<file path="config.mk">
export PLATFORM = sky130hd
export DESIGN_NAME = bresenham_line_rasterizer_unit
export DESIGN_NICKNAME = d
export VERILOG_FILES = /design/src/brl_pkg.sv /design/src/brl_ctrl.sv /design/src/brl_datapath.sv /design/src/bresenham_line_rasterizer_unit.sv
export SDC_FILE = /design/constraint.sdc
export NUM_CORES = 1
export LEC_CHECK = 0
export BUFFER_PORTS_ARGS = -buffer_cell sky130_fd_sc_hd__buf_2
export CAP_MARGIN = 5
export CORE_UTILIZATION = 42
export DETAILED_ROUTE_END_ITERATION = 8
export GPL_TIMING_DRIVEN = 0
export SYNTH_ARGS = -nofsm -noshare
export SYNTH_HDL_FRONTEND = slang
export SYNTH_SLANG_ARGS = --single-unit
</file>
<file path="constraint.sdc">
create_clock -name clk -period 30.3 [get_ports clk]
set_input_delay 3.03 -clock clk [delete_from_list [all_inputs] [get_ports clk]]
set_output_delay 3.03 -clock clk [all_outputs]
set_load 0.005 [all_outputs]
</file>
<file path="src/brl_pkg.sv">
package brl_pkg;

	// Fixed field widths of the command and result items
	localparam int COORD_W  = 8;
	localparam int COLOUR_W = 32;
	localparam int CNT_W    = 3;
	localparam int HW_LANES = 4;
	// Pixel count of a line: up to 2**COORD_W, needs one extra bit
	localparam int REMAIN_W = COORD_W + 1;
	// Signed error term: spans -(2**COORD_W - 1) .. (2**COORD_W - 1)
	localparam int ERR_W    = COORD_W + 2;

	typedef logic [COORD_W-1:0]  coord_t;
	typedef logic [COLOUR_W-1:0] colour_t;
	typedef logic [CNT_W-1:0]    count_t;

	// Controller to datapath commands
	typedef struct packed {
		logic load;   // capture the command item
		logic setup;  // derive axes, deltas and start error
		logic step;   // emit one pixel group and advance
	} brl_cmd_t;

	// Datapath to controller status
	typedef struct packed {
		logic last_group;  // the group now being stepped ends the line
	} brl_status_t;

	// Pixels per group: LANES clamped to the hardware lanes
	function automatic int brl_group(input int lanes);
		int g;
		g = lanes;
		if (g < 1) g = 1;
		if (g > HW_LANES) g = HW_LANES;
		return g;
	endfunction

endpackage

</file>
<file path="src/brl_ctrl.sv">
module brl_ctrl (
	input  logic                clk,
	input  logic                arst_n,
	input  logic                start,
	input  brl_pkg::brl_status_t status,
	output brl_pkg::brl_cmd_t    cmd,
	output logic                busy
);
	import brl_pkg::*;

	typedef enum logic [1:0] {
		ST_IDLE,
		ST_SETUP,
		ST_RUN
	} state_t;

	state_t state_q;
	logic   busy_q;

	// Issue datapath commands from the current state
	always_comb begin
		cmd.load  = start && (state_q == ST_IDLE);
		cmd.setup = (state_q == ST_SETUP);
		cmd.step  = (state_q == ST_RUN);
	end

	// Hold state and the busy flag
	always_ff @(posedge clk or negedge arst_n) begin
		if (!arst_n) begin
			state_q <= ST_IDLE;
			busy_q  <= 1'b0;
		end else begin
			case (state_q)
				ST_IDLE: begin
					if (start) begin
						state_q <= ST_SETUP;
						busy_q  <= 1'b1;
					end
				end
				ST_SETUP: begin
					state_q <= ST_RUN;
				end
				ST_RUN: begin
					if (status.last_group) begin
						state_q <= ST_IDLE;
						busy_q  <= 1'b0;
					end
				end
				default: begin
					state_q <= ST_IDLE;
					busy_q  <= 1'b0;
				end
			endcase
		end
	end

	assign busy = busy_q;

endmodule

</file>
<file path="src/brl_datapath.sv">
module brl_datapath #(
	parameter int COORD_BITS = 8,
	parameter int LANES      = 4
) (
	input  logic                 clk,
	input  logic                 arst_n,
	input  brl_pkg::brl_cmd_t     cmd,
	output brl_pkg::brl_status_t  status,
	input  brl_pkg::coord_t       start_x,
	input  brl_pkg::coord_t       start_y,
	input  brl_pkg::coord_t       end_x,
	input  brl_pkg::coord_t       end_y,
	input  brl_pkg::colour_t      pixel_value,
	output brl_pkg::coord_t       lane_x [brl_pkg::HW_LANES],
	output brl_pkg::coord_t       lane_y [brl_pkg::HW_LANES],
	output brl_pkg::count_t       pixel_count,
	output brl_pkg::colour_t      colour_out,
	output logic                  is_last,
	output logic                  result_valid
);
	import brl_pkg::*;

	localparam int GROUP = brl_group(LANES);
	localparam coord_t COORD_MASK = (COORD_BITS >= COORD_W) ? {COORD_W{1'b1}} :
		COORD_W'((1 << COORD_BITS) - 1);

	// Captured command
	coord_t  ax_q, ay_q, bx_q, by_q;
	colour_t colour_q;

	// Walk state
	logic                    steep_q;
	logic                    min_down_q;
	coord_t                  maj_q, min_q;
	coord_t                  dx_q, dy_q;
	logic signed [ERR_W-1:0] err_q;
	logic [REMAIN_W-1:0]     remain_q;

	// Setup logic
	coord_t adx, ady, a_maj, a_min, b_maj, b_min;
	coord_t s_maj0, s_min0, s_maj1, s_min1;
	logic   s_steep;

	// Group logic
	coord_t                  g_x [HW_LANES];
	coord_t                  g_y [HW_LANES];
	coord_t                  g_maj, g_min;
	logic signed [ERR_W-1:0] g_err;
	count_t                  g_cnt;
	logic                    g_last;

	// Output registers
	coord_t  lane_x_q [HW_LANES];
	coord_t  lane_y_q [HW_LANES];
	count_t  count_q;
	colour_t colour_out_q;
	logic    last_q;
	logic    valid_q;

	// Order the endpoints along the major axis
	always_comb begin
		adx     = (bx_q > ax_q) ? bx_q - ax_q : ax_q - bx_q;
		ady     = (by_q > ay_q) ? by_q - ay_q : ay_q - by_q;
		s_steep = ady > adx;
		a_maj   = s_steep ? ay_q : ax_q;
		a_min   = s_steep ? ax_q : ay_q;
		b_maj   = s_steep ? by_q : bx_q;
		b_min   = s_steep ? bx_q : by_q;
		if (a_maj > b_maj) begin
			s_maj0 = b_maj;
			s_min0 = b_min;
			s_maj1 = a_maj;
			s_min1 = a_min;
		end else begin
			s_maj0 = a_maj;
			s_min0 = a_min;
			s_maj1 = b_maj;
			s_min1 = b_min;
		end
	end

	// Step up to GROUP pixels of the line
	always_comb begin
		g_maj = maj_q;
		g_min = min_q;
		g_err = err_q;
		g_cnt = '0;
		for (int k = 0; k < HW_LANES; k++) begin
			g_x[k] = '0;
			g_y[k] = '0;
			if ((k < GROUP) && (REMAIN_W'(k) < remain_q)) begin
				g_x[k] = steep_q ? g_min : g_maj;
				g_y[k] = steep_q ? g_maj : g_min;
				g_err  = g_err - $signed({2'b00, dy_q});
				if (g_err < 0) begin
					g_min = min_down_q ? g_min - 1'b1 : g_min + 1'b1;
					g_err = g_err + $signed({2'b00, dx_q});
				end
				g_maj = g_maj + 1'b1;
				g_cnt = g_cnt + 1'b1;
			end
		end
		g_last = remain_q <= REMAIN_W'(GROUP);
	end

	assign status.last_group = g_last;

	// Capture the command, set up and advance the walk
	always_ff @(posedge clk) begin
		if (cmd.load) begin
			ax_q     <= start_x & COORD_MASK;
			ay_q     <= start_y & COORD_MASK;
			bx_q     <= end_x & COORD_MASK;
			by_q     <= end_y & COORD_MASK;
			colour_q <= pixel_value;
		end
		if (cmd.setup) begin
			steep_q    <= s_steep;
			maj_q      <= s_maj0;
			min_q      <= s_min0;
			min_down_q <= !(s_min0 < s_min1);
			dx_q       <= s_maj1 - s_maj0;
			dy_q       <= (s_min1 > s_min0) ? s_min1 - s_min0 : s_min0 - s_min1;
			err_q      <= $signed({2'b00, (s_maj1 - s_maj0) >> 1});
			remain_q   <= {1'b0, s_maj1 - s_maj0} + 1'b1;
		end else if (cmd.step) begin
			maj_q    <= g_maj;
			min_q    <= g_min;
			err_q    <= g_err;
			remain_q <= remain_q - REMAIN_W'(GROUP);
		end
	end

	// Register the result item
	always_ff @(posedge clk) begin
		if (cmd.step) begin
			lane_x_q     <= g_x;
			lane_y_q     <= g_y;
			count_q      <= g_cnt;
			colour_out_q <= colour_q;
			last_q       <= g_last;
		end
	end

	// Strobe the result for one cycle
	always_ff @(posedge clk or negedge arst_n) begin
		if (!arst_n) begin
			valid_q <= 1'b0;
		end else begin
			valid_q <= cmd.step;
		end
	end

	assign lane_x       = lane_x_q;
	assign lane_y       = lane_y_q;
	assign pixel_count  = count_q;
	assign colour_out   = colour_out_q;
	assign is_last      = last_q;
	assign result_valid = valid_q;

endmodule

</file>
<file path="src/bresenham_line_rasterizer_unit.sv">
// Bresenham line rasterizer.
// Command channel: drive start_x/start_y/end_x/end_y/pixel_value with start high;
// the item is taken at a clock edge where start is high and busy is low.
// Result channel: result_valid strobes for one cycle per group of up to four
// pixels (lane0..lane3, pixel_count valid lanes filled from lane 0, unused
// lanes zero), with colour_out on every group and is_last set on the final one.
// Groups run from the low end of the major axis; a tie in extent makes x major.
// The command is captured at the accepting edge; the controller then passes through
// its setup state, and each run-state step registers one group onto the result ports.
// One group-stepping unit walks up to G Bresenham steps in each cycle of the run
// state, where G is the group size. busy drops in the cycle that shows the last group,
// so the next command can be taken while that group is on the result ports.
// Reset clears the controller and the strobe; no command is pending after it.
// The receiver cannot stall: each result is taken in the cycle it is shown.
module bresenham_line_rasterizer_unit #(
	parameter int COORD_BITS = 8,
	parameter int LANES      = 4
) (
	input  logic              clk,
	input  logic              arst_n,
	input  logic              start,
	output logic              busy,
	input  brl_pkg::coord_t   start_x,
	input  brl_pkg::coord_t   start_y,
	input  brl_pkg::coord_t   end_x,
	input  brl_pkg::coord_t   end_y,
	input  brl_pkg::colour_t  pixel_value,
	output logic              result_valid,
	output brl_pkg::coord_t   lane0_x,
	output brl_pkg::coord_t   lane0_y,
	output brl_pkg::coord_t   lane1_x,
	output brl_pkg::coord_t   lane1_y,
	output brl_pkg::coord_t   lane2_x,
	output brl_pkg::coord_t   lane2_y,
	output brl_pkg::coord_t   lane3_x,
	output brl_pkg::coord_t   lane3_y,
	output brl_pkg::count_t   pixel_count,
	output brl_pkg::colour_t  colour_out,
	output logic              is_last
);
	import brl_pkg::*;

	localparam int GROUP = brl_group(LANES);

	brl_cmd_t    cmd;
	brl_status_t status;
	coord_t      lane_x [HW_LANES];
	coord_t      lane_y [HW_LANES];

	brl_ctrl u_ctrl (
		.clk    (clk),
		.arst_n (arst_n),
		.start  (start),
		.status (status),
		.cmd    (cmd),
		.busy   (busy)
	);

	brl_datapath #(
		.COORD_BITS (COORD_BITS),
		.LANES      (LANES)
	) u_datapath (
		.clk          (clk),
		.arst_n       (arst_n),
		.cmd          (cmd),
		.status       (status),
		.start_x      (start_x),
		.start_y      (start_y),
		.end_x        (end_x),
		.end_y        (end_y),
		.pixel_value  (pixel_value),
		.lane_x       (lane_x),
		.lane_y       (lane_y),
		.pixel_count  (pixel_count),
		.colour_out   (colour_out),
		.is_last      (is_last),
		.result_valid (result_valid)
	);

	assign lane0_x = lane_x[0];
	assign lane0_y = lane_y[0];
	assign lane1_x = lane_x[1];
	assign lane1_y = lane_y[1];
	assign lane2_x = lane_x[2];
	assign lane2_y = lane_y[2];
	assign lane3_x = lane_x[3];
	assign lane3_y = lane_y[3];

	// Every shown group holds between one and GROUP pixels
	a_count_range: assert property (@(posedge clk) disable iff (!arst_n)
		result_valid |-> (pixel_count != '0) && (pixel_count <= CNT_W'(GROUP)))
		else $error("pixel_count out of range");

	// Only the final group of a line may be partly filled
	a_full_groups: assert property (@(posedge clk) disable iff (!arst_n)
		result_valid && !is_last |-> pixel_count == CNT_W'(GROUP))
		else $error("partial group before end of line");

	// The final group shows just as busy drops
	a_last_idle: assert property (@(posedge clk) disable iff (!arst_n)
		result_valid && is_last |-> !busy)
		else $error("busy still high with final group");

	// Groups before the final one appear only while the line is in progress
	a_mid_busy: assert property (@(posedge clk) disable iff (!arst_n)
		result_valid && !is_last |-> busy)
		else $error("intermediate group while idle");

	// An accepted command always turns busy on
	a_accept_busy: assert property (@(posedge clk) disable iff (!arst_n)
		start && !busy |=> busy)
		else $error("busy not raised after accept");

endmodule

</file>
# After elaboration in Yosys (flattened, before gate mapping)
# Cells that the tools add are included.
[word_totals]
word_cells = 147
in_bits = 67
out_inout_bits = 102
register_bits = 221
[op_classes]
order_cmp = 15
bitwise = 1
add_sub_neg = 32
n_reduce_logical = 6
muxes = 61
n_eq_ne = 4
[op_table]
columns = ["operator", "n"]
rows = [
  ["two-way mux 8 bit", 39],
  ["two-way mux 10 bit", 8],
  ["adder 8 x 1 -> 8 bit (second input constant)", 8],
  ["subtractor 8 bit", 7],
  ["adder 10 x 9 -> 10 bit", 4],
  ["greater-than comparator 8 bit", 5],
  ["less-than comparator 10 x 1 -> 1 bit (second input constant)", 4],
  ["subtractor 10 x 9 -> 10 bit", 4],
  ["subtractor 8 x 1 -> 8 bit (second input constant)", 4],
  ["less-than comparator 1 x 9 -> 1 bit (first input constant)", 2],
  ["less-than comparator 2 x 9 -> 1 bit (first input constant)", 2],
  ["two-way mux 9 bit", 2],
  ["two-way mux 7 bit", 2],
  ["adder 8 x 1 -> 9 bit (second input constant)", 1],
  ["less-or-equal comparator 9 x 3 -> 1 bit (second input constant)", 1],
  ["two-way mux 3 bit", 3],
  ["subtractor 9 x 3 -> 9 bit (second input constant)", 1],
  ["less-than comparator 8 bit", 1],
  ["adder 3 x 1 -> 3 bit (second input constant)", 2],
  ["case mux 2 bit (3 select lines)", 1],
  ["two-way mux 2 bit", 2],
  ["inequality test 2 bit (second input constant)", 2],
  ["two-way mux 1 bit", 3],
  ["case mux 1 bit (3 select lines)", 1],
  ["other kinds (10)", 10],
]

# Logic depth before layout (Yosys ltp)
# Gate-level depths: netlist of the first run.
[logic_depth]
ltp_word = 18
ltp_mapped = 60
mapped_depth_nobuf = 58

# Modules after synthesis
# From an unflattened synthesis of the first run, not the netlist that was laid out.
[hier_totals]
hier_cells = 1849
area_unflattened_um2 = 17624.4
[by_module_without_submodules]
columns = ["mod", "area_per_inst_um2", "cells_per_inst", "instances"]
rows = [
  ["brl_datapath", 17489.3, 1836, 1],
  ["brl_ctrl", 135.1, 13, 1],
]

# Worst setup path before layout of the first run
# No wires, ideal clock.
[synth_timing]
kind = "register to register"
start = "register u_datapath.dy_q[1]"
end = "register u_datapath.err_q[8]"
synth_period_minus_slack_ps = 10220
required_ps = 30202
stages_incl_launch_ff = 56
n_path_buf = 2
setup_time_ps = 98
arrival_ps = 10122
slack_ps = 20080
cell_sequence = "edfxtp_1 -> inv_1 -> fa_1 -> a21o_1 -> a21oi_1 -> xnor2_1 -> ha_1 -> o21a_1 -> a21oi_1 -> nor2_1 -> nor2_1 -> xor2_1 -> nor2_1 -> a21oi_1 -> a21oi_1 -> ha_1 -> o21ai_0 -> a21oi_1 -> [20 not listed] -> nor3_1 -> a211o_1 -> o21a_1 -> ha_1 -> o21ai_0 -> nand2b_1 -> a21o_1 -> a21oi_1 -> o21bai_1 -> a21o_1 -> xor2_1 -> ha_1 -> o21ai_0 -> nand2b_1 -> inv_1 -> or3_1 -> a21o_1 -> a311oi_2"
[synth_via]
elab_chain_len = 16
[synth_lines]
columns = ["element", "line", "source"]
rows = [
  ["from (decl)", "brl_datapath.sv:35", "coord_t dx_q, dy_q;"],
  ["from (signal assigned)", "brl_datapath.sv:123", "dy_q <= (s_min1 > s_min0) ? s_min1 - s_min0 : s_min0 - s_min1;"],
  ["subtractor 10 x 9 -> 10 bit", "brl_datapath.sv:94", "g_err = g_err - $signed({2'b00, dy_q});"],
  ["adder 10 x 9 -> 10 bit or less-than comparator 10 x 1 -> 1 bit (tied branches)", "brl_datapath.sv:97, brl_datapath.sv:95", ""],
  ["two-way mux 10 bit", "brl_datapath.sv:95", "if (g_err < 0) begin"],
  ["two-way mux 10 bit", "brl_datapath.sv:91", "if ((k < GROUP) && (REMAIN_W'(k) < remain_q)) begin"],
  ["subtractor 10 x 9 -> 10 bit", "brl_datapath.sv:94", ""],
  ["adder 10 x 9 -> 10 bit or less-than comparator 10 x 1 -> 1 bit (tied branches)", "brl_datapath.sv:97, brl_datapath.sv:95", ""],
  ["two-way mux 10 bit", "brl_datapath.sv:95", ""],
  ["two-way mux 10 bit", "brl_datapath.sv:91", ""],
  ["subtractor 10 x 9 -> 10 bit", "brl_datapath.sv:94", ""],
  ["adder 10 x 9 -> 10 bit or less-than comparator 10 x 1 -> 1 bit (tied branches)", "brl_datapath.sv:97, brl_datapath.sv:95", ""],
  ["two-way mux 10 bit", "brl_datapath.sv:95", ""],
  ["two-way mux 10 bit", "brl_datapath.sv:91", ""],
  ["subtractor 10 x 9 -> 10 bit", "brl_datapath.sv:94", ""],
  ["adder 10 x 9 -> 10 bit or less-than comparator 10 x 1 -> 1 bit (tied branches)", "brl_datapath.sv:97, brl_datapath.sv:95", ""],
  ["two-way mux 10 bit", "brl_datapath.sv:95", ""],
  ["two-way mux 10 bit (*)", "brl_datapath.sv:91", ""],
  ["to (signal assigned)", "brl_datapath.sv:124", "err_q <= $signed({2'b00, (s_maj1 - s_maj0) >> 1});"],
  ["to (signal assigned)", "brl_datapath.sv:129", "err_q <= g_err;"],
  ["to (decl)", "brl_datapath.sv:36", "logic signed [ERR_W-1:0] err_q;"],
]
# Mark *: on every way between the ends. The rest lies on a longest branch, timed or not.
# A chain may end at the register's enable or synchronous reset.

# Final worst setup path of the first run
[layout_timing]
start = "register u_datapath.dy_q[1]"
end = "register u_datapath.err_q[0] (data pin)"
[layout_via]
elab_chain_len = 18
[layout_lines]
columns = ["element", "line", "source"]
rows = [
  ["subtractor 10 x 9 -> 10 bit", "brl_datapath.sv:94", ""],
  ["less-than comparator 10 x 1 -> 1 bit or adder 10 x 9 -> 10 bit (tied branches)", "brl_datapath.sv:95, brl_datapath.sv:97", ""],
  ["two-way mux 10 bit", "brl_datapath.sv:95", ""],
  ["two-way mux 10 bit", "brl_datapath.sv:91", ""],
  ["subtractor 10 x 9 -> 10 bit", "brl_datapath.sv:94", ""],
  ["adder 10 x 9 -> 10 bit or less-than comparator 10 x 1 -> 1 bit (tied branches)", "brl_datapath.sv:97, brl_datapath.sv:95", ""],
  ["two-way mux 10 bit", "brl_datapath.sv:95", ""],
  ["two-way mux 10 bit", "brl_datapath.sv:91", ""],
  ["[2 not listed]", "-", ""],
  ["two-way mux 10 bit", "brl_datapath.sv:95", ""],
  ["two-way mux 10 bit", "brl_datapath.sv:91", ""],
  ["subtractor 10 x 9 -> 10 bit", "brl_datapath.sv:94", ""],
  ["adder 10 x 9 -> 10 bit or less-than comparator 10 x 1 -> 1 bit (tied branches)", "brl_datapath.sv:97, brl_datapath.sv:95", ""],
  ["two-way mux 10 bit", "brl_datapath.sv:95", ""],
  ["two-way mux 10 bit (*)", "brl_datapath.sv:91", ""],
  ["two-way mux 7 bit (*)", "brl_datapath.sv:126", "end else if (cmd.step) begin"],
  ["two-way mux 7 bit (*)", "brl_datapath.sv:117", "if (cmd.setup) begin"],
]
# Mark *: on every way between the ends. The rest lies on a longest branch, timed or not. The select of a mux whose other input is x is not followed.

==> results.yml, run 1 <==
critical_path:
  cpMaxStageDelayCell: "o41ai_1"
  arrival_ps: 13450
  start_kind: "flip-flop"
  max_stage_delay_ps: 1020
  reg2reg_slack_ps: 17140
  crit_required_ps: 30590
  end_kind: "flip-flop"
  critPathMaxFanout: 10
  r2r-start: "u_datapath.dy_q[1]$_DFFE_PP_"
  r2r_end: "u_datapath.err_q[0]$_DFFE_PP_"
  path_class: "flip-flop to flip-flop"
  worst_path_most_repeated_cell: "a21oi_1"
  reg2reg_depth: 52
sta:
  post-route-min-period_ps: 13160
  clock.fmax_ghz: 0.0760
  relSlewSlack_pct: 12.8
  hold_slack_ps: 414
  finalMaxSlewViolations: 0
  setup-violations-final: 0
  grt_setup_unrepaired: "false"
  tightest_slew_ps: 1310
  fin_worst_skew_ps: 22.9
  finalHoldViolCount: 0
  post-route-period-util_pct: 43.4
  setup_tns_ps: 0
place:
  dp_hpwl_um: 38700
  place_area_um2: 18800
  place.gp.congestion: 0.929
  port_buffers: 168
floorplanning:
  dieArea_um2: 41900
  die_h_um: 205
  start_util_pct: 43.0
  row_count: 73
  placeableCoreArea_um2: 40100
  dieWidth_um: 205
  io_pins: 169
layout:
  nNetsFinal: 2242
  areaGrowthSynthToFinish_pct: 13.4
  drive_above_1_share_pct: 12.5
  final_cell_mix: "214 x edfxtp_1, 201 x nor2_1, 169 x buf_2"
  fin_area_um2: 19600
  final_common_cell: "edfxtp_1"
  diodes: 0
global_route:
  gr-total-overflow: 0
  antenna_found_initial: 1
  grt_start_max_net_pins: 74
  grt_pass1_vias: 13900
  gr-usage-all-layers_pct: 22.7
  grt_first_pass_wirelength_um: 74300
detailed_routing:
  drcViolationCount: 0
  vias: 14100
  routed_wl_um: 47800
  viasPerCell: 5.57
  drt_iter0_drc: 1057
  ant_nets: 0
  first_pass_iters: 7
  wl_per_cell_um: 18.9
yosys:
  synth_cell_type_count: 89
  yosysWarnings: 0
  yosys_register_bits: 221
  synth_nets: 2045
  synthArstFlopShare_pct: 1.81
  synth_edf_count: 214
  ys.flop_type: "edfxtp_1"
  synth.cell_area_um2: 17200
  postSynthCellCount: 1799
  synth_seq_area_share_pct: 38.2
  synth.avg_cell_area_um2: 9.58
clock_tree:
  clock_sinks: 221
  cts_made_buffers: 24
  postCtsHoldBufs: 0
  cts_tree: "built"
  clock_path_buffers: 3
  clk_latency_ps: 550
  post-cts-setup-buffers: 0
  cts_root_buf: "clkbuf_16"
  h-tree-depth: 1
  clkTransAtPathRegs_ps: 60
  cts_resized: 0
flow_run:
  maxCapViolCount: 0
worst_hold_path:
  worstHoldEndpoint: "u_datapath.colour_out[29]$_DFFE_PP_"
  hp-class: "flip-flop to flip-flop"
  holdPathStages: 0
  hp-start: "u_datapath.colour_q[29]$_DFFE_PP_"
status:
  status: "finished clean"
worst max path at each step:
stage / start / to / depth (start not counted)
floorplan: u_datapath.dy_q[1]$_DFFE_PP_ / u_datapath.err_q[8]$_SDFFE_PP0P_ / 55
global placement: u_datapath.dy_q[1]$_DFFE_PP_ / u_datapath.err_q[3]$_DFFE_PP_ / 52
detailed placement: u_datapath.dy_q[1]$_DFFE_PP_ / u_datapath.err_q[0]$_DFFE_PP_ / 52
CTS: u_datapath.dy_q[1]$_DFFE_PP_ / u_datapath.err_q[0]$_DFFE_PP_ / 52
global route: u_datapath.dy_q[1]$_DFFE_PP_ / u_datapath.err_q[5]$_DFFE_PP_ / 52
finish: u_datapath.dy_q[1]$_DFFE_PP_ / u_datapath.err_q[0]$_DFFE_PP_ / 52
registers in the layout, summed over array words and instances, names as in the netlist, 3 cells and up:
signal / cells
u_datapath.lane_y: 32
u_datapath.ax_q: 8
u_datapath.by_q: 8
u_datapath.pixel_count: 3
u_datapath.colour_q: 32
u_datapath.ay_q: 8
u_datapath.err_q: 10
u_datapath.colour_out: 32
u_datapath.dx_q: 8
u_datapath.maj_q: 8
u_datapath.dy_q: 8
u_datapath.lane_x: 32
u_datapath.remain_q: 9
u_datapath.bx_q: 8
u_datapath.min_q: 8
routing by layer:
layer | up-vias | GRT usage (%) | wire (µm)
met4 | 2 | 7.70 | 1590
met1 | 6670 | 29.2 | 20800
li1 | 6893 | - | -
met5 | - | 0 | 10
met2 | 455 | 39.2 | 22800
met3 | 95 | 2.75 | 2670
area by class of cell:
cell class                      instances  area, µm²
Sequential cell                       221       6590
Fill cell                            3769      20500
Tap cell                              525        657
Clock inverter                         13        113
Multi-Input combinational cell       1385       9930
Timing Repair Buffer                  171        916
Buffer                                 61        238
Inverter                              132        495
Clock buffer                           28        616
synthesized netlist by cell type, types with 15 or more instances:
library cell / number / area (µm²)
edfxtp_1: 214 / 6430
nor2_1: 201 / 754
a21oi_1: 162 / 811
ha_1: 161 / 2010
nand2_1: 135 / 507
inv_1: 130 / 488
o21ai_0: 105 / 526
xnor2_1: 89 / 780
mux2i_1: 79 / 791
clkbuf_1: 46 / 173
a211oi_1: 44 / 330
a21o_1: 40 / 300
xor2_1: 39 / 342
nor2b_1: 27 / 169
nor3_1: 26 / 130
nand3_1: 22 / 110
o21bai_1: 19 / 143
fa_1: 18 / 360
o211ai_1: 18 / 135
nand2b_1: 17 / 106
o21a_1: 16 / 120
nand4_1: 15 / 93.8
stage by stage:
| stage | instances | utilization, % | worst slack [ps] |
|---|---|---|---|
| floorplan | 1799 | - | 20080 |
| global placement | 2492 | 46.7 | 17390 |
| detailed placement | 2494 | 46.9 | 17210 |
| CTS | 2535 | 48.7 | 17110 |
| global route | 2536 | 48.8 | 16120 |
| finish | 2536 | 48.8 | 17140 |
worst max-delay path, delay by kind of cell (launching register included):
| kind | cells | cell delay [ps] |
|---|---|---|
| DFF | 1 | 550 |
| buffers and inverters | 5 | 1560 |
| adders and majority gates | 4 | 1210 |
| AOI/OAI and AO/OA | 26 | 6180 |
| and+or+nand+nor | 13 | 2050 |
| xor gates and xnor gates | 2 | 910 |
| muxes | 2 | 450 |
cells by family (layout without fill, tap and decap cells):
kind of cell	Yosys count	in the layout	synth area share, %
simple gates	490	490	12.7
buf+inv	193	405	4.25
fa+ha+maj	179	179	13.8
flops	221	221	38.2
mux	89	89	5.24
compound gates	496	496	19.0
xor+xnor	131	131	6.85
Power of run 1 is left out: the tool's default activity adds up to more than one toggle a clock period on the data nets, which glitch-free logic cannot reach.
==> run 2: changes to the inputs <==
==> constraint.sdc (replaced) <==
create_clock -name clk -period 11.92 [get_ports clk]
set_input_delay 1.192 -clock clk [delete_from_list [all_inputs] [get_ports clk]]
set_output_delay 1.192 -clock clk [all_outputs]
set_load 0.005 [all_outputs]
==> run 2 against run 1 <==
Against the previous run:
- sequential cell count is the same
- cell count grew 0.12%
- design area grew 0.80%
- hold slack is essentially flat
- sequential share of layout area shrank 0.27 points
- critical endpoint is now u_datapath.dy_q[7]$_DFFE_PP_
- non-clock buffer count grew 3
- die area is the same
- clock skew shrank 1.4 ps
- via count grew 0.32%
==> results.yml, run 2 (synthesis gave the netlist of run 1 again) <==
floorplanning:
  placeableCoreArea_um2: 40100
  start_util_pct: 43.0
  dieWidth_um: 205
  row_count: 73
  die_h_um: 205
  io_pins: 169
  dieArea_um2: 41900
sta:
  post-route-min-period_ps: 11320
  post-route-period-util_pct: 95.0
  finalMaxSlewViolations: 0
  relSlewSlack_pct: 12.5
  tightest_slew_ps: 1310
  finalHoldViolCount: 0
  setup-violations-final: 0
  clock.fmax_ghz: 0.0883
  fin_worst_skew_ps: 21.5
clock_tree:
  clock_path_buffers: 3
  cts_root_buf: "clkbuf_16"
  clkTransAtPathRegs_ps: 60
  cts_tree: "built"
  cts_made_buffers: 24
  clock_sinks: 221
  postCtsHoldBufs: 0
  h-tree-depth: 1
  clk_latency_ps: 550
layout:
  fin_area_um2: 19700
  final_cell_mix: "214 x edfxtp_1, 201 x nor2_1, 171 x buf_2"
  layout.cells.non_filler: 2539
  diodes: 0
  areaGrowthSynthToFinish_pct: 14.3
  utilization_pct: 49.2
  final_common_cell: "edfxtp_1"
  nNetsFinal: 2245
  drive_above_1_share_pct: 14.2
global_route:
  grt_pass1_vias: 13900
  gr-total-overflow: 0
  antenna_found_initial: 1
  grt_first_pass_wirelength_um: 74500
  grt_start_max_net_pins: 74
  gr-usage-all-layers_pct: 22.7
critical_path:
  worst_path_most_repeated_cell: "o21ai_0"
  end_kind: "flip-flop"
  max_stage_delay_ps: 470
  start_kind: "flip-flop"
  cpMaxStageDelayCell: "edfxtp_1"
  path_class: "flip-flop to flip-flop"
  crit_required_ps: 12210
  arrival_ps: 11610
  critPathMaxFanout: 10
place:
  port_buffers: 168
  place_area_um2: 18800
  dp.cells: 2494
  place.gp.congestion: 0.929
  dp_hpwl_um: 38700
detailed_routing:
  ant_nets: 0
  drt_iter0_drc: 1022
  wl_per_cell_um: 18.9
  drcViolationCount: 0
  viasPerCell: 5.58
  top_layer_used: "met5"
  first_pass_iters: 5
  wl_met3_um: 2620
  routed_wl_um: 47900
  dr_wl_met2_um: 22800
  vias: 14200
  wl_met1_um: 20900
worst_hold_path:
  hp-class: "flip-flop to flip-flop"
status:
  status: "finished clean"
flow_run:
  maxCapViolCount: 0
-- run 2: critical path: cells and delay by family, from the launching register on --
family	cells	cell delay, ps
buffers and inverters	9	1480
adders and majority gates	6	1960
xor gates and xnor gates	2	260
muxes	2	360
DFF	1	470
AOI/OAI and AO/OA	26	5850
and+or+nand+nor	7	680
-- run 2: area by class of cell --
| class | count | area [µm²] |
|---|---|---|
| buffer | 58 | 251 |
| clock buffer | 28 | 616 |
| clock inverter | 13 | 113 |
| fill | 3759 | 20400 |
| inverter | 132 | 495 |
| multi-input combinational | 1385 | 10000 |
| sequential | 221 | 6590 |
| tap | 525 | 657 |
| timing repair buffer | 177 | 961 |
-- run 2: path summary, 6_finish.rpt --
kind / startpoint / endpoint / slack (ps) / cells after the start
worst max-delay path: u_datapath.bx_q[0]$_DFFE_PP_ / u_datapath.dy_q[7]$_DFFE_PP_ / 600 / 52
worst max register to register: u_datapath.bx_q[0]$_DFFE_PP_ / u_datapath.dy_q[7]$_DFFE_PP_ / 600 / 52
max in group asynchronous: arst_n / u_ctrl.state_q[0]$_DFFE_PN0P_ / 11370 / 1
worst min-delay path: u_datapath.colour_q[29]$_DFFE_PP_ / u_datapath.colour_out[29]$_DFFE_PP_ / 410 / 0
min in group asynchronous: arst_n / u_ctrl.busy$_DFFE_PN0P_ / 440 / 1
worst min register to register: u_datapath.colour_q[29]$_DFFE_PP_ / u_datapath.colour_out[29]$_DFFE_PP_ / 410 / 0
-- run 2: repair_timing --
item,in CTS,in global routing
cloned,0,0
setup endpoints to repair,22,22
pin swaps,0,3
setup buffers,0,6
gates resized for setup,16,28
-- run 2: routing by layer --
metal / global-route usage [%] / vias to the layer above
li1: - / 6903
met1: 29.3 / 6705
met2: 39.4 / 457
met3: 2.80 / 93
met4: 7.28 / 2
met5: 0 / -
-- run 2: metrics by stage --
step | hold WS [ps] | worst slack [ps] | TNS, ps
after floorplan | 400 | 1700 | 0
after global placement | 400 | -992 | -14630
after detailed placement | 405 | -1170 | -18800
after CTS | 414 | 86.3 | 0
after global routing | 417 | -40.2 | -40.2
final | 414 | 598 | 0
Power of run 2 is left out for the same reason.
==> run 3: changes to the inputs <==
--- a/config.mk
+++ b/config.mk
@@ -10,6 +10,7 @@
 export CORE_UTILIZATION = 42
 export DETAILED_ROUTE_END_ITERATION = 8
 export GPL_TIMING_DRIVEN = 0
+export PLACE_DENSITY = 0.59
 export SYNTH_ARGS = -nofsm -noshare
 export SYNTH_HDL_FRONTEND = slang
 export SYNTH_SLANG_ARGS = --single-unit
==> run 3 against run 2 <==
Against the previous run:
- hold slack better by 2.6 ps
- critical path depth is 1 lower
- sequential share of layout area is 0.13 points lower
==> results.yml, run 3 (synthesis gave the netlist of run 1 again) <==
layout:
  final_common_cell: "edfxtp_1"
  final_cell_mix: "214 x edfxtp_1, 201 x nor2_1, 173 x buf_2"
  multiInputGateArea_um2: 10000
  nNetsFinal: 2252
  n_fill_cell: 3794
  layout.cells.non_filler: 2548
  drive_above_1_share_pct: 14.5
  areaGrowthSynthToFinish_pct: 14.8
  utilization_pct: 49.3
  seqCellArea_um2: 6590
clock_tree:
  clock_sinks: 221
  cts_tree: "built"
  cts_root_buf: "clkbuf_16"
  clk_latency_ps: 560
  clkTransAtPathRegs_ps: 60
  clock_path_buffers: 3
  cts_made_buffers: 25
  postCtsHoldBufs: 0
  h-tree-depth: 1
sta:
  tightest_slew_ps: 1250
  setup-violations-final: 0
  finalMaxSlewViolations: 0
  finalHoldViolCount: 0
  clock.fmax_ghz: 0.0901
  fin_worst_skew_ps: 18.8
  fin_ws_ps: 822
  post-route-min-period_ps: 11100
  post-route-period-util_pct: 93.1
  setup_tns_ps: 0
  grt_setup_unrepaired: "true"
  relSlewSlack_pct: 16.3
floorplanning:
  start_util_pct: 43.0
  row_count: 73
  io_pins: 169
  placeableCoreArea_um2: 40100
  dieWidth_um: 205
  die_h_um: 205
  dieArea_um2: 41900
detailed_routing:
  wl_per_cell_um: 18.9
  drcViolationCount: 0
  viasPerCell: 5.52
  drt_iter0_drc: 942
  ant_nets: 0
  first_pass_iters: 5
  vias: 14100
  routed_wl_um: 48200
critical_path:
  max_stage_delay_ps: 420
  path_delay_family: "compound AO/OA/AOI/OAI gates"
  end_kind: "flip-flop"
  worst_path_most_repeated_cell: "a21oi_1"
  path_class: "flip-flop to flip-flop"
  critPathMaxFanout: 11
  start_kind: "flip-flop"
  critical_path_buf_inv_count: 7
  crit_required_ps: 12220
  cpMaxStageDelayCell: "a21boi_1"
  arrival_ps: 11400
status:
  status: "finished clean"
global_route:
  grt_start_max_net_pins: 70
  gr-usage-all-layers_pct: 22.8
  grt_first_pass_wirelength_um: 74500
  gr-total-overflow: 0
  antenna_found_initial: 0
  grt_pass1_vias: 13800
place:
  port_buffers: 168
  dpl_worst_slack_ps: -953
  dp.cells: 2494
  dp_hpwl_um: 39100
  place.gp.congestion: 0.941
flow_run:
  maxCapViolCount: 0
worst_hold_path:
  hp-class: "flip-flop to flip-flop"
[run 3: repair_timing]
item / 4_1_cts / 5_1_grt
pin swaps: 0 / 5
setup endpoints to repair: 21 / 23
setup buffers: 0 / 10
gates resized for setup: 14 / 33
[run 3: area by class of cell]
| class | instances | share of cell area [%] |
|---|---|---|
| diodes | 1 | 0.0126 |
| repair buffers | 181 | 5.01 |
| inverters | 132 | 2.50 |
| clock buffers | 27 | 3.20 |
| well taps | 525 | 3.32 |
| multi-input cells | 1385 | 50.7 |
| plain buffers | 60 | 1.30 |
| clock inverters | 16 | 0.702 |
| flip-flops and latches | 221 | 33.3 |
[run 3: metal layers]
metal  vias up  global-route usage [%]  part of all wire (%)
met5         -                       0                     0
met4         0                    6.50                   2.9
met3        81                    2.99                   5.1
met2       394                    39.9                    48
met1      6661                    29.2                    44
li1       6932                       -                     -
[run 3: per-stage QoR]
step / hold slack [ps] / area, µm²
after floorplan: 400 / 17200
after global placement: 401 / 18700
after detailed placement: 405 / 18800
after CTS: 403 / 19600
after global routing: 416 / 19800
final: 417 / 19800
[run 3: path summary, 6_finish.rpt]
| kind | endpoint | startpoint | cells past startpoint | slack, ps |
|---|---|---|---|---|
| setup / recovery | u_datapath.err_q[0]$_DFFE_PP_ | u_datapath.dy_q[5]$_DFFE_PP_ | 51 | 820 |
| hold / removal | u_datapath.colour_out[14]$_DFFE_PP_ | u_datapath.colour_q[14]$_DFFE_PP_ | 0 | 420 |
| setup reg to reg | u_datapath.err_q[0]$_DFFE_PP_ | u_datapath.dy_q[5]$_DFFE_PP_ | 51 | 820 |
| hold reg to reg | u_datapath.colour_out[14]$_DFFE_PP_ | u_datapath.colour_q[14]$_DFFE_PP_ | 0 | 420 |
| max in group asynchronous | u_ctrl.state_q[0]$_DFFE_PN0P_ | arst_n | 1 | 11380 |
| min in group asynchronous | u_datapath.result_valid$_DFF_PN0_ | arst_n | 1 | 430 |
Power of run 3 is left out for the same reason.
